--- src/rtl/serial_packet_deframer_unit_macros.svh ---
// Assertion macros shared by the deframer RTL.
// Needs only a clock and a synchronous active-high reset in the including module.
`ifndef SERIAL_PACKET_DEFRAMER_UNIT_MACROS_SVH
`define SERIAL_PACKET_DEFRAMER_UNIT_MACROS_SVH

// same-cycle implication
`define SPD_ASSERT_IMP(label, clk, rst, ante, cons) \
  label: assert property (@(posedge clk) disable iff (rst) (ante) |-> (cons)) \
    else $error("spd assertion failed");

// next-cycle implication
`define SPD_ASSERT_NXT(label, clk, rst, ante, cons) \
  label: assert property (@(posedge clk) disable iff (rst) (ante) |=> (cons)) \
    else $error("spd assertion failed");

`endif

--- src/rtl/spd_pkg.sv ---
// Shared constants and types for the serial packet deframer.
// No dependencies.
`default_nettype none

package spd_pkg;

  localparam int SPD_MAX_PAYLOAD = 64;

  localparam logic [15:0] SUM_SEED = 16'h0055;

  localparam logic [7:0] START_BYTE_RST = 8'h02;
  localparam logic [7:0] END_BYTE_RST   = 8'h03;

  localparam logic REG_START_BYTE = 1'b0;
  localparam logic REG_END_BYTE   = 1'b1;

  localparam logic [1:0] ST_DATA = 2'd0;
  localparam logic [1:0] ST_LEN  = 2'd1;
  localparam logic [1:0] ST_CSUM = 2'd2;
  localparam logic [1:0] ST_END  = 2'd3;

  // command from frame control to the output side
  typedef struct packed {
    logic       res_valid;
    logic [1:0] status;
    logic [7:0] plen;
    logic       dump;
    logic [7:0] dump_len;
  } spd_cmd_t;

endpackage

`default_nettype wire

--- src/rtl/spd_ram.sv ---
// Generic single-write, single-read synchronous RAM with registered read data.
// No dependencies.
`default_nettype none

module spd_ram #(
  parameter int WIDTH = 8,
  parameter int DEPTH = 64,
  localparam int AW = (DEPTH > 1) ? $clog2(DEPTH) : 1
) (
  input  wire logic             clk,
  input  wire logic             wr_en,
  input  wire logic [AW-1:0]    wr_addr,
  input  wire logic [WIDTH-1:0] wr_data,
  input  wire logic             rd_en,
  input  wire logic [AW-1:0]    rd_addr,
  output logic      [WIDTH-1:0] rd_data
);

  logic [WIDTH-1:0] mem [DEPTH];

  always_ff @(posedge clk) begin
    if (wr_en) begin
      mem[wr_addr] <= wr_data;
    end
    if (rd_en) begin
      rd_data <= mem[rd_addr];
    end
  end

endmodule

`default_nettype wire

--- src/rtl/spd_ctrl.sv ---
// Frame control: input holding register, phase tracking, checksum and payload writes.
// Depends on spd_pkg.
`default_nettype none

module spd_ctrl
  import spd_pkg::*;
#(
  parameter int MAX_PAYLOAD = SPD_MAX_PAYLOAD,
  localparam int AW = (MAX_PAYLOAD > 1) ? $clog2(MAX_PAYLOAD) : 1,
  localparam int LW = $clog2(MAX_PAYLOAD + 1)
) (
  input  wire logic          clk,
  input  wire logic          rst,
  input  wire logic          in_valid,
  input  wire logic [7:0]    rx_byte,
  output logic               in_stall,
  input  wire logic [7:0]    start_byte,
  input  wire logic [7:0]    end_byte,
  input  wire logic          slot_free,
  output spd_cmd_t           cmd,
  output logic               wr_en,
  output logic [AW-1:0]      wr_addr,
  output logic [7:0]         wr_data
);

  localparam logic [2:0] PH_WAIT = 3'd0;
  localparam logic [2:0] PH_LEN  = 3'd1;
  localparam logic [2:0] PH_DATA = 3'd2;
  localparam logic [2:0] PH_CSLO = 3'd3;
  localparam logic [2:0] PH_CSHI = 3'd4;
  localparam logic [2:0] PH_END  = 3'd5;

  logic          in_full;
  logic [7:0]    in_byte;
  logic [2:0]    phase, phase_next;
  logic [LW-1:0] frame_length, frame_length_next;
  logic [LW-1:0] bytes_taken, bytes_taken_next;
  logic [15:0]   running_sum, running_sum_next;
  logic          proc;
  logic [2:0]    restart_phase;

  assign in_stall = in_full;
  assign proc     = in_full && slot_free;
  assign restart_phase = (in_byte == start_byte) ? PH_LEN : PH_WAIT;

  always_comb begin
    phase_next        = phase;
    frame_length_next = frame_length;
    bytes_taken_next  = bytes_taken;
    running_sum_next  = running_sum;
    cmd               = '0;
    wr_en             = 1'b0;
    wr_addr           = bytes_taken[AW-1:0];
    wr_data           = in_byte;
    if (proc) begin
      unique case (phase)
        PH_LEN: begin
          if ({1'b0, in_byte} > 9'(MAX_PAYLOAD)) begin
            cmd.res_valid = 1'b1;
            cmd.status    = ST_LEN;
            cmd.plen      = in_byte;
            phase_next    = restart_phase;
          end else begin
            frame_length_next = in_byte[LW-1:0];
            bytes_taken_next  = '0;
            running_sum_next  = SUM_SEED + 16'(in_byte);
            phase_next        = (in_byte == 8'd0) ? PH_CSLO : PH_DATA;
          end
        end
        PH_DATA: begin
          running_sum_next = running_sum + 16'(in_byte);
          wr_en            = 1'b1;
          bytes_taken_next = bytes_taken + LW'(1);
          if (bytes_taken_next >= frame_length) begin
            phase_next = PH_CSLO;
          end
        end
        PH_CSLO: begin
          if (running_sum[7:0] != in_byte) begin
            cmd.res_valid = 1'b1;
            cmd.status    = ST_CSUM;
            cmd.plen      = 8'(frame_length);
            phase_next    = restart_phase;
          end else begin
            phase_next = PH_CSHI;
          end
        end
        PH_CSHI: begin
          if (running_sum[15:8] != in_byte) begin
            cmd.res_valid = 1'b1;
            cmd.status    = ST_CSUM;
            cmd.plen      = 8'(frame_length);
            phase_next    = restart_phase;
          end else begin
            phase_next = PH_END;
          end
        end
        PH_END: begin
          if (in_byte != end_byte) begin
            cmd.res_valid = 1'b1;
            cmd.status    = ST_END;
            cmd.plen      = 8'(frame_length);
            phase_next    = restart_phase;
          end else begin
            phase_next = PH_WAIT;
            if (frame_length == '0) begin
              cmd.res_valid = 1'b1;
              cmd.status    = ST_DATA;
              cmd.plen      = 8'd0;
            end else begin
              cmd.dump     = 1'b1;
              cmd.dump_len = 8'(frame_length);
            end
          end
        end
        default: begin
          phase_next = restart_phase;
        end
      endcase
    end
  end

  always_ff @(posedge clk) begin
    if (rst) begin
      in_full      <= 1'b0;
      phase        <= PH_WAIT;
      frame_length <= '0;
      bytes_taken  <= '0;
      running_sum  <= '0;
    end else begin
      if (in_valid && !in_full) begin
        in_full <= 1'b1;
      end else if (proc) begin
        in_full <= 1'b0;
      end
      phase        <= phase_next;
      frame_length <= frame_length_next;
      bytes_taken  <= bytes_taken_next;
      running_sum  <= running_sum_next;
    end
  end

  always_ff @(posedge clk) begin
    if (in_valid && !in_full) begin
      in_byte <= rx_byte;
    end
  end

endmodule

`default_nettype wire

--- src/rtl/spd_out.sv ---
// Output side: payload readout sequencer over the RAM and the output word register.
// Depends on spd_pkg and the assertion macro header.
`default_nettype none
`include "serial_packet_deframer_unit_macros.svh"

module spd_out
  import spd_pkg::*;
#(
  parameter int MAX_PAYLOAD = SPD_MAX_PAYLOAD,
  localparam int AW = (MAX_PAYLOAD > 1) ? $clog2(MAX_PAYLOAD) : 1,
  localparam int LW = $clog2(MAX_PAYLOAD + 1)
) (
  input  wire logic          clk,
  input  wire logic          rst,
  input  spd_cmd_t           cmd,
  output logic               slot_free,
  output logic               rd_en,
  output logic [AW-1:0]      rd_addr,
  input  wire logic [7:0]    rd_data,
  output logic               out_valid,
  input  wire logic          out_stall,
  output logic [1:0]         status,
  output logic [7:0]         data_byte,
  output logic [5:0]         byte_index,
  output logic [7:0]         packet_length,
  output logic               last
);

  logic          reading;
  logic [AW-1:0] rd_ptr;
  logic [LW-1:0] rd_len;
  logic          rd_pending;
  logic [AW-1:0] pend_idx;
  logic          pend_last;
  logic          out_free;
  logic          is_last;

  assign out_free  = !out_valid || !out_stall;
  assign slot_free = out_free && !rd_pending && !reading;
  assign rd_en     = reading && !rd_pending && out_free;
  assign rd_addr   = rd_ptr;
  assign is_last   = (LW'(rd_ptr) + LW'(1)) == rd_len;

  always_ff @(posedge clk) begin
    if (rst) begin
      reading    <= 1'b0;
      rd_pending <= 1'b0;
      out_valid  <= 1'b0;
    end else begin
      rd_pending <= rd_en;
      if (cmd.dump) begin
        reading <= 1'b1;
      end else if (rd_en && is_last) begin
        reading <= 1'b0;
      end
      if (rd_pending || cmd.res_valid) begin
        out_valid <= 1'b1;
      end else if (out_valid && !out_stall) begin
        out_valid <= 1'b0;
      end
    end
  end

  always_ff @(posedge clk) begin
    if (cmd.dump) begin
      rd_ptr <= '0;
      rd_len <= cmd.dump_len[LW-1:0];
    end else if (rd_en) begin
      rd_ptr <= rd_ptr + AW'(1);
    end
    if (rd_en) begin
      pend_idx  <= rd_ptr;
      pend_last <= is_last;
    end
    if (rd_pending) begin
      status        <= ST_DATA;
      data_byte     <= rd_data;
      byte_index    <= 6'(pend_idx);
      packet_length <= 8'(rd_len);
      last          <= pend_last;
    end else if (cmd.res_valid) begin
      status        <= cmd.status;
      data_byte     <= 8'd0;
      byte_index    <= 6'd0;
      packet_length <= cmd.plen;
      last          <= 1'b1;
    end
  end

  `SPD_ASSERT_NXT(a_rd_lands, clk, rst, rd_pending, out_valid)
  `SPD_ASSERT_IMP(a_one_inflight, clk, rst, rd_en, !rd_pending)
  `SPD_ASSERT_IMP(a_cmd_when_free, clk, rst, cmd.res_valid || cmd.dump, !reading && !rd_pending)
  `SPD_ASSERT_NXT(a_readout_ends, clk, rst, rd_en && is_last, !reading)

endmodule

`default_nettype wire

--- src/rtl/serial_packet_deframer_unit.sv ---
// Top level of the serial packet deframer: config registers, frame control, payload RAM, output.
// Depends on spd_pkg, spd_ctrl, spd_ram and spd_out.
//
// Usage:
//   Bytes enter on in_valid/in_stall/rx_byte, one word per handshake; results leave on
//   out_valid/out_stall with status, data_byte, byte_index, packet_length and last.
//   start_byte (address 0) and end_byte (address 4) are set over the APB port; the user must
//   set them only while idle, which the block itself does not enforce. An accepted byte sits
//   in a holding register and is processed on the next free cycle; no new byte is taken
//   while it is held. An error word or the single word of an empty frame is registered into
//   the output once its byte is processed. A good frame is read out of the payload RAM after
//   its end byte: each payload word passes through the RAM's registered read and then the
//   single-entry output register; a new read is issued only once the previous word has
//   reached the output register and the output is free. Input is held off while a readout runs.
//   A stalled output word holds; nothing further is produced until it is taken.
//   Reset clears the control state and sets start_byte to 0x02 and end_byte to 0x03;
//   the payload RAM needs no clearing, since only entries written in the current frame
//   are read.
`default_nettype none

module serial_packet_deframer_unit
  import spd_pkg::*;
#(
  parameter int MAX_PAYLOAD = SPD_MAX_PAYLOAD,
  localparam int AW = (MAX_PAYLOAD > 1) ? $clog2(MAX_PAYLOAD) : 1
) (
  input  wire logic        clk,
  input  wire logic        rst,
  input  wire logic        psel,
  input  wire logic        penable,
  input  wire logic        pwrite,
  input  wire logic [2:0]  paddr,
  input  wire logic [31:0] pwdata,
  output logic      [31:0] prdata,
  output logic             pready,
  input  wire logic        in_valid,
  output logic             in_stall,
  input  wire logic [7:0]  rx_byte,
  output logic             out_valid,
  input  wire logic        out_stall,
  output logic      [1:0]  status,
  output logic      [7:0]  data_byte,
  output logic      [5:0]  byte_index,
  output logic      [7:0]  packet_length,
  output logic             last
);

  logic [7:0]    start_byte;
  logic [7:0]    end_byte;
  logic          cfg_wr;
  spd_cmd_t      cmd;
  logic          slot_free;
  logic          wr_en;
  logic [AW-1:0] wr_addr;
  logic [7:0]    wr_data;
  logic          rd_en;
  logic [AW-1:0] rd_addr;
  logic [7:0]    rd_data;

  assign pready = 1'b1;
  assign cfg_wr = psel && penable && pwrite && pready;
  assign prdata = (paddr[2] == REG_END_BYTE) ? {24'd0, end_byte} : {24'd0, start_byte};

  always_ff @(posedge clk) begin
    if (rst) begin
      start_byte <= START_BYTE_RST;
      end_byte   <= END_BYTE_RST;
    end else if (cfg_wr) begin
      if (paddr[2] == REG_START_BYTE) begin
        start_byte <= pwdata[7:0];
      end else begin
        end_byte <= pwdata[7:0];
      end
    end
  end

  spd_ctrl #(
    .MAX_PAYLOAD(MAX_PAYLOAD)
  ) u_ctrl (
    .clk       (clk),
    .rst       (rst),
    .in_valid  (in_valid),
    .rx_byte   (rx_byte),
    .in_stall  (in_stall),
    .start_byte(start_byte),
    .end_byte  (end_byte),
    .slot_free (slot_free),
    .cmd       (cmd),
    .wr_en     (wr_en),
    .wr_addr   (wr_addr),
    .wr_data   (wr_data)
  );

  spd_ram #(
    .WIDTH(8),
    .DEPTH(MAX_PAYLOAD)
  ) u_ram (
    .clk    (clk),
    .wr_en  (wr_en),
    .wr_addr(wr_addr),
    .wr_data(wr_data),
    .rd_en  (rd_en),
    .rd_addr(rd_addr),
    .rd_data(rd_data)
  );

  spd_out #(
    .MAX_PAYLOAD(MAX_PAYLOAD)
  ) u_out (
    .clk          (clk),
    .rst          (rst),
    .cmd          (cmd),
    .slot_free    (slot_free),
    .rd_en        (rd_en),
    .rd_addr      (rd_addr),
    .rd_data      (rd_data),
    .out_valid    (out_valid),
    .out_stall    (out_stall),
    .status       (status),
    .data_byte    (data_byte),
    .byte_index   (byte_index),
    .packet_length(packet_length),
    .last         (last)
  );

endmodule

`default_nettype wire
--- config.mk ---
export PLATFORM = sky130hd
export DESIGN_NAME = serial_packet_deframer_unit
export DESIGN_NICKNAME = d
export VERILOG_FILES = /design/src/rtl/spd_pkg.sv /design/src/rtl/spd_ram.sv /design/src/rtl/spd_ctrl.sv /design/src/rtl/spd_out.sv /design/src/rtl/serial_packet_deframer_unit.sv
export VERILOG_INCLUDE_DIRS = /design/src /design/src/rtl
export SDC_FILE = /design/constraint.sdc
export NUM_CORES = 1
export LEC_CHECK = 0
export ABC_AREA = 1
export BUFFER_PORTS_ARGS = -buffer_cell sky130_fd_sc_hd__buf_2
export CAP_MARGIN = 20
export CORE_MARGIN = 4
export CORE_UTILIZATION = 30
export CTS_CLUSTER_SIZE = 16
export DETAILED_ROUTE_END_ITERATION = 6
export GPL_TIMING_DRIVEN = 0
export HOLD_SLACK_MARGIN = 0.02
export PLACE_DENSITY = 0.56
export SETUP_SLACK_MARGIN = 0.15
export SLEW_MARGIN = 20
export SYNTH_ARGS = -nofsm -noshare
export SYNTH_HDL_FRONTEND = slang
export SYNTH_SLANG_ARGS = --single-unit
--- constraint.sdc ---
create_clock -name clk -period 6.5 [get_ports clk]
set_clock_uncertainty 0.15 [all_clocks]
set_input_delay 1.3 -clock clk [delete_from_list [all_inputs] [get_ports clk]]
set_output_delay 1.3 -clock clk [all_outputs]
set_load 0.005 [all_outputs]
==> summary.txt <==
Synth
  • Synthesized flop and latch total: 626
  • Ys flop type: edfxtp_1
  • Area share of the largest cell type after synthesis: 63.0%
  • Yosys top cell by area: edfxtp_1
  • Ys async rst share: 0%
  • Syn Area/Cell: 10.7 µm²
  • Syn Std Cell Area: 26,900 µm²
  • Post-synthesis sequential area ratio: 67.6%
  • Post-synth EDFFs: 564
  • Yosys warns: 0
  • Top cells by area, synth: edfxtp_1 63%, nand2_1 7.0%, o21ai_0 5.7%
  • Post-synthesis cell type count: 43
  • Cells after Synth: 2,514

Die
  • Row count: 109
  • Core Box Area: 88,600 µm²
  • I/O pins: 110
  • Die Area: 94,400 µm²
  • Die width: 307 µm
  • Die Ht: 307 µm
  • Initial Util: 30.3%

Power
  • Clock network power share: 44.9%
  • Leakage: 11.3 nW
  • Power share of the combinational group: 3.2%
  • Switching power: 0.00177 W
  • Part of the power in registers: 51.9%
  • Switching Share: 20.7%
  • Total power: 0.00854 W
  • Max IR drop VDD: 0.000189 V
  • Total internal power: 0.00677 W
  • PD cells: 272 nW/µm²

Timing
  • Period minus WS final: 4.01 ns
  • Setup_tns: 0 ns
  • Period utilization: 61.7%
  • Worst slew pin tran: 1.18 ns
  • Slew HR: 21.3%
  • Maximum clock rate: 0.249 GHz
  • Setup violators final: 0
  • RSZ-0062 raised after global routing: no
  • Final Hold Vio Count: 0
  • Fin. max-slew vios: 0

CTS
  • Clock latency at the later pin of the worst-skew pair: 0.61 ns
  • # H-tree levels: 3
  • CTS resizes: 0
  • CTS sink cnt: 626
  • Post-CTS Setup Inserts: 0
  • Longest Clk Path Bufs: 3
  • Root buffer cell: clkbuf_16
  • CTS tree: built
  • Num CTS Buffers: 69
  • Hold buffer count at CTS: 0
  • Register clock-pin slew on the reported worst setup and hold paths: 0.06 ns

Route
  • DRT antenna net count: 0
  • Avg Vias per Cell: 5.02
  • Drt drc: 0
  • Final wirelength: 82,700 µm
  • DRT iter0 DRCs: 2,333
  • Drt first pass iters: 6
  • DR vias: 19,600
  • Routed len/inst: 21.1 µm

Worst setup path
  • R2R Setup Slk: 2.76 ns
  • Worst Setup End Kind: register
  • Worst Path Max Fanout: 9
  • Crit path required time: 6.56 ns
  • Critical Path AT: 4.07 ns
  • Crit start category: input port
  • CP Class: input port to register

Cells and area
  • Post-Route Utilization: 35.4%
  • Ant. Diodes: 0
  • # fillers: 8,865
  • Area Overhead vs Synth: 16.9%
  • Share of layout cells above drive strength 1: 10.5%
  • Register area: 18,200 µm²
  • # nets final: 2,766
  • Area of the multi-input gates: 7510 µm²

Place
  • Number of port buffers: 57
  • Gp weighted congestion: 0.955
  • Post-DP HPWL: 58,000 µm

GRT
  • Initial antenna violation count: 1
  • Vias in the first global route: 18,600
  • GR Overflow Total: 0
  • Largest net degree at the start of global routing: 24
  • First-pass GRT wire length: 120,000 µm
  • GRT Util Overall: 17.0%

Min path
  • Hold Crit Class: register to register

Flow run
  • Max-cap viol count: 0

Status
  • Status: complete, no violations
## flip-flops by register name, indices dropped and copies added (netlist names)
| register | cells |
|---|---|
| u_out.out_valid | 1 |
| u_out.rd_len | 7 |
| u_ctrl.running_sum | 16 |
| u_out.pend_idx | 6 |
| u_out.data_byte | 8 |
| u_out.pend_last | 1 |
| u_ctrl.frame_length | 7 |
| u_ctrl.wr_data | 8 |
| u_out.last | 1 |
| u_ctrl.phase | 3 |
| u_out.reading | 1 |
| u_out.rd_addr | 6 |
| u_out.packet_length | 8 |
| u_out.rd_pending | 1 |
| u_out.byte_index | 6 |
| end_byte | 8 |
| start_byte | 8 |
| u_out.status | 2 |
| u_ram.rd_data | 8 |
| u_ctrl.bytes_taken | 7 |
| u_ctrl.in_stall | 1 |
| u_ram.mem | 512 |
## metrics by stage
step,hold slack [ns],setup slack (ns),instance area (µm²),instances
floorplan,0.253,3.20,27000,2537
global placement,0.266,0.965,28700,3759
detailed placement,0.266,2.00,29200,3790
CTS,0.282,2.63,31400,3911
global route,0.310,2.43,31400,3911
finish,0.278,2.49,31400,3911
## routing by layer
layer / GRT usage [%] / part of all wire [%] / vias up
li1: - / - / 9122
met1: 23.4 / 42 / 9473
met2: 26.5 / 44 / 856
met3: 3.18 / 9.1 / 179
met4: 7.54 / 4.3 / 0
met5: 0 / 0 / -
## power groups by stage
stage               Clock (W)  Sequential [W]  Combinational [W]
floorplan                   0         0.00454           0.000107
global placement            0         0.00459           0.000164
detailed placement          0         0.00451           0.000269
CTS                   0.00389         0.00443           0.000270
global route          0.00405         0.00443           0.000296
finish                0.00384         0.00443           0.000271
## cells in the mapped netlist, types with 2 or more instances
cell / n
o21ai_1: 4
clkinv_1: 5
clkbuf_2: 2
nand3_1: 152
ha_1: 19
nand2_1: 502
dfxtp_1: 62
conb_1: 2
nand3_2: 4
buf_2: 37
nand2_4: 2
nor2_1: 363
or2_2: 3
buf_6: 2
nand4_1: 17
edfxtp_1: 564
clkbuf_1: 67
a31oi_1: 5
o22ai_1: 104
xor2_1: 7
nor2_2: 6
a21oi_1: 78
buf_1: 14
nor3_1: 5
inv_1: 113
buf_4: 38
o21ai_0: 305
o21bai_1: 2
xnor2_1: 11
inv_2: 6
## cell families (layout without fill, tap and decap cells)
family	after synthesis	in the layout	synth area share, %
DFF	626	626	67.6
other	2	25	0.0279
xor gates and xnor gates	18	18	0.587
and+or+nand+nor	1061	1061	16.1
AOI/OAI and AO/OA	502	502	9.93
adders and majority gates	20	20	0.959
buffers and inverters	285	494	4.75
## critical path: stages
cell	delay, ns
buf_2	0.09
nand2_1	0.07
nand2_2	0.08
nor3_4	0.46
nand2_4	0.20
nor2_2	0.20
nand2_1	0.55
nor2_1	1.12
## worst paths after layout
check | start | to | depth (start not counted)
setup / recovery | out_stall | u_ram.mem[53][1]$_DFFE_PP_ | 8
setup reg to reg | u_ctrl.wr_data[0]$_DFFE_PP_ | u_out.data_byte[6]$_SDFFCE_PN0P_ | 11
hold / removal | u_out.rd_addr[2]$_SDFFE_PP0P_ | u_out.pend_idx[2]$_DFFE_PP_ | 0
hold reg to reg | u_out.rd_addr[2]$_SDFFE_PP0P_ | u_out.pend_idx[2]$_DFFE_PP_ | 0
## placed cells by master, fill, tap and decap left out, drive strengths merged
| master | n |
|---|---|
| a31oi | 5 |
| clkinvlp | 3 |
| buf | 179 |
| xor2 | 7 |
| bufinv | 4 |
| and2 | 1 |
| o21a | 1 |
| ha | 19 |
| o21bai | 2 |
| nand4 | 17 |
| fa | 1 |
| a22oi | 1 |
| o22ai | 104 |
| a21oi | 78 |
| clkbuf | 166 |
| a211oi | 2 |
| nand2 | 505 |
| dfxtp | 62 |
| xnor2 | 11 |
| or2 | 3 |
| clkinv | 22 |
| conb | 25 |
| nor3 | 6 |
| nand3b | 1 |
| and3 | 1 |
| o21ai | 309 |
| edfxtp | 564 |
| inv | 120 |
| nand3 | 157 |
| nor2 | 370 |
## layout make-up
| cell class | instances | share of cell area (%) |
|---|---|---|
| clock buffers | 97 | 6.26 |
| repair buffers | 88 | 2.57 |
| clock inverters | 24 | 0.697 |
| well taps | 1165 | 4.64 |
| multi-input cells | 1626 | 23.9 |
| flip-flops and latches | 626 | 57.9 |
| plain buffers | 160 | 2.57 |
| inverters | 125 | 1.50 |
Note: power is estimated with default switching activity, not from simulation.
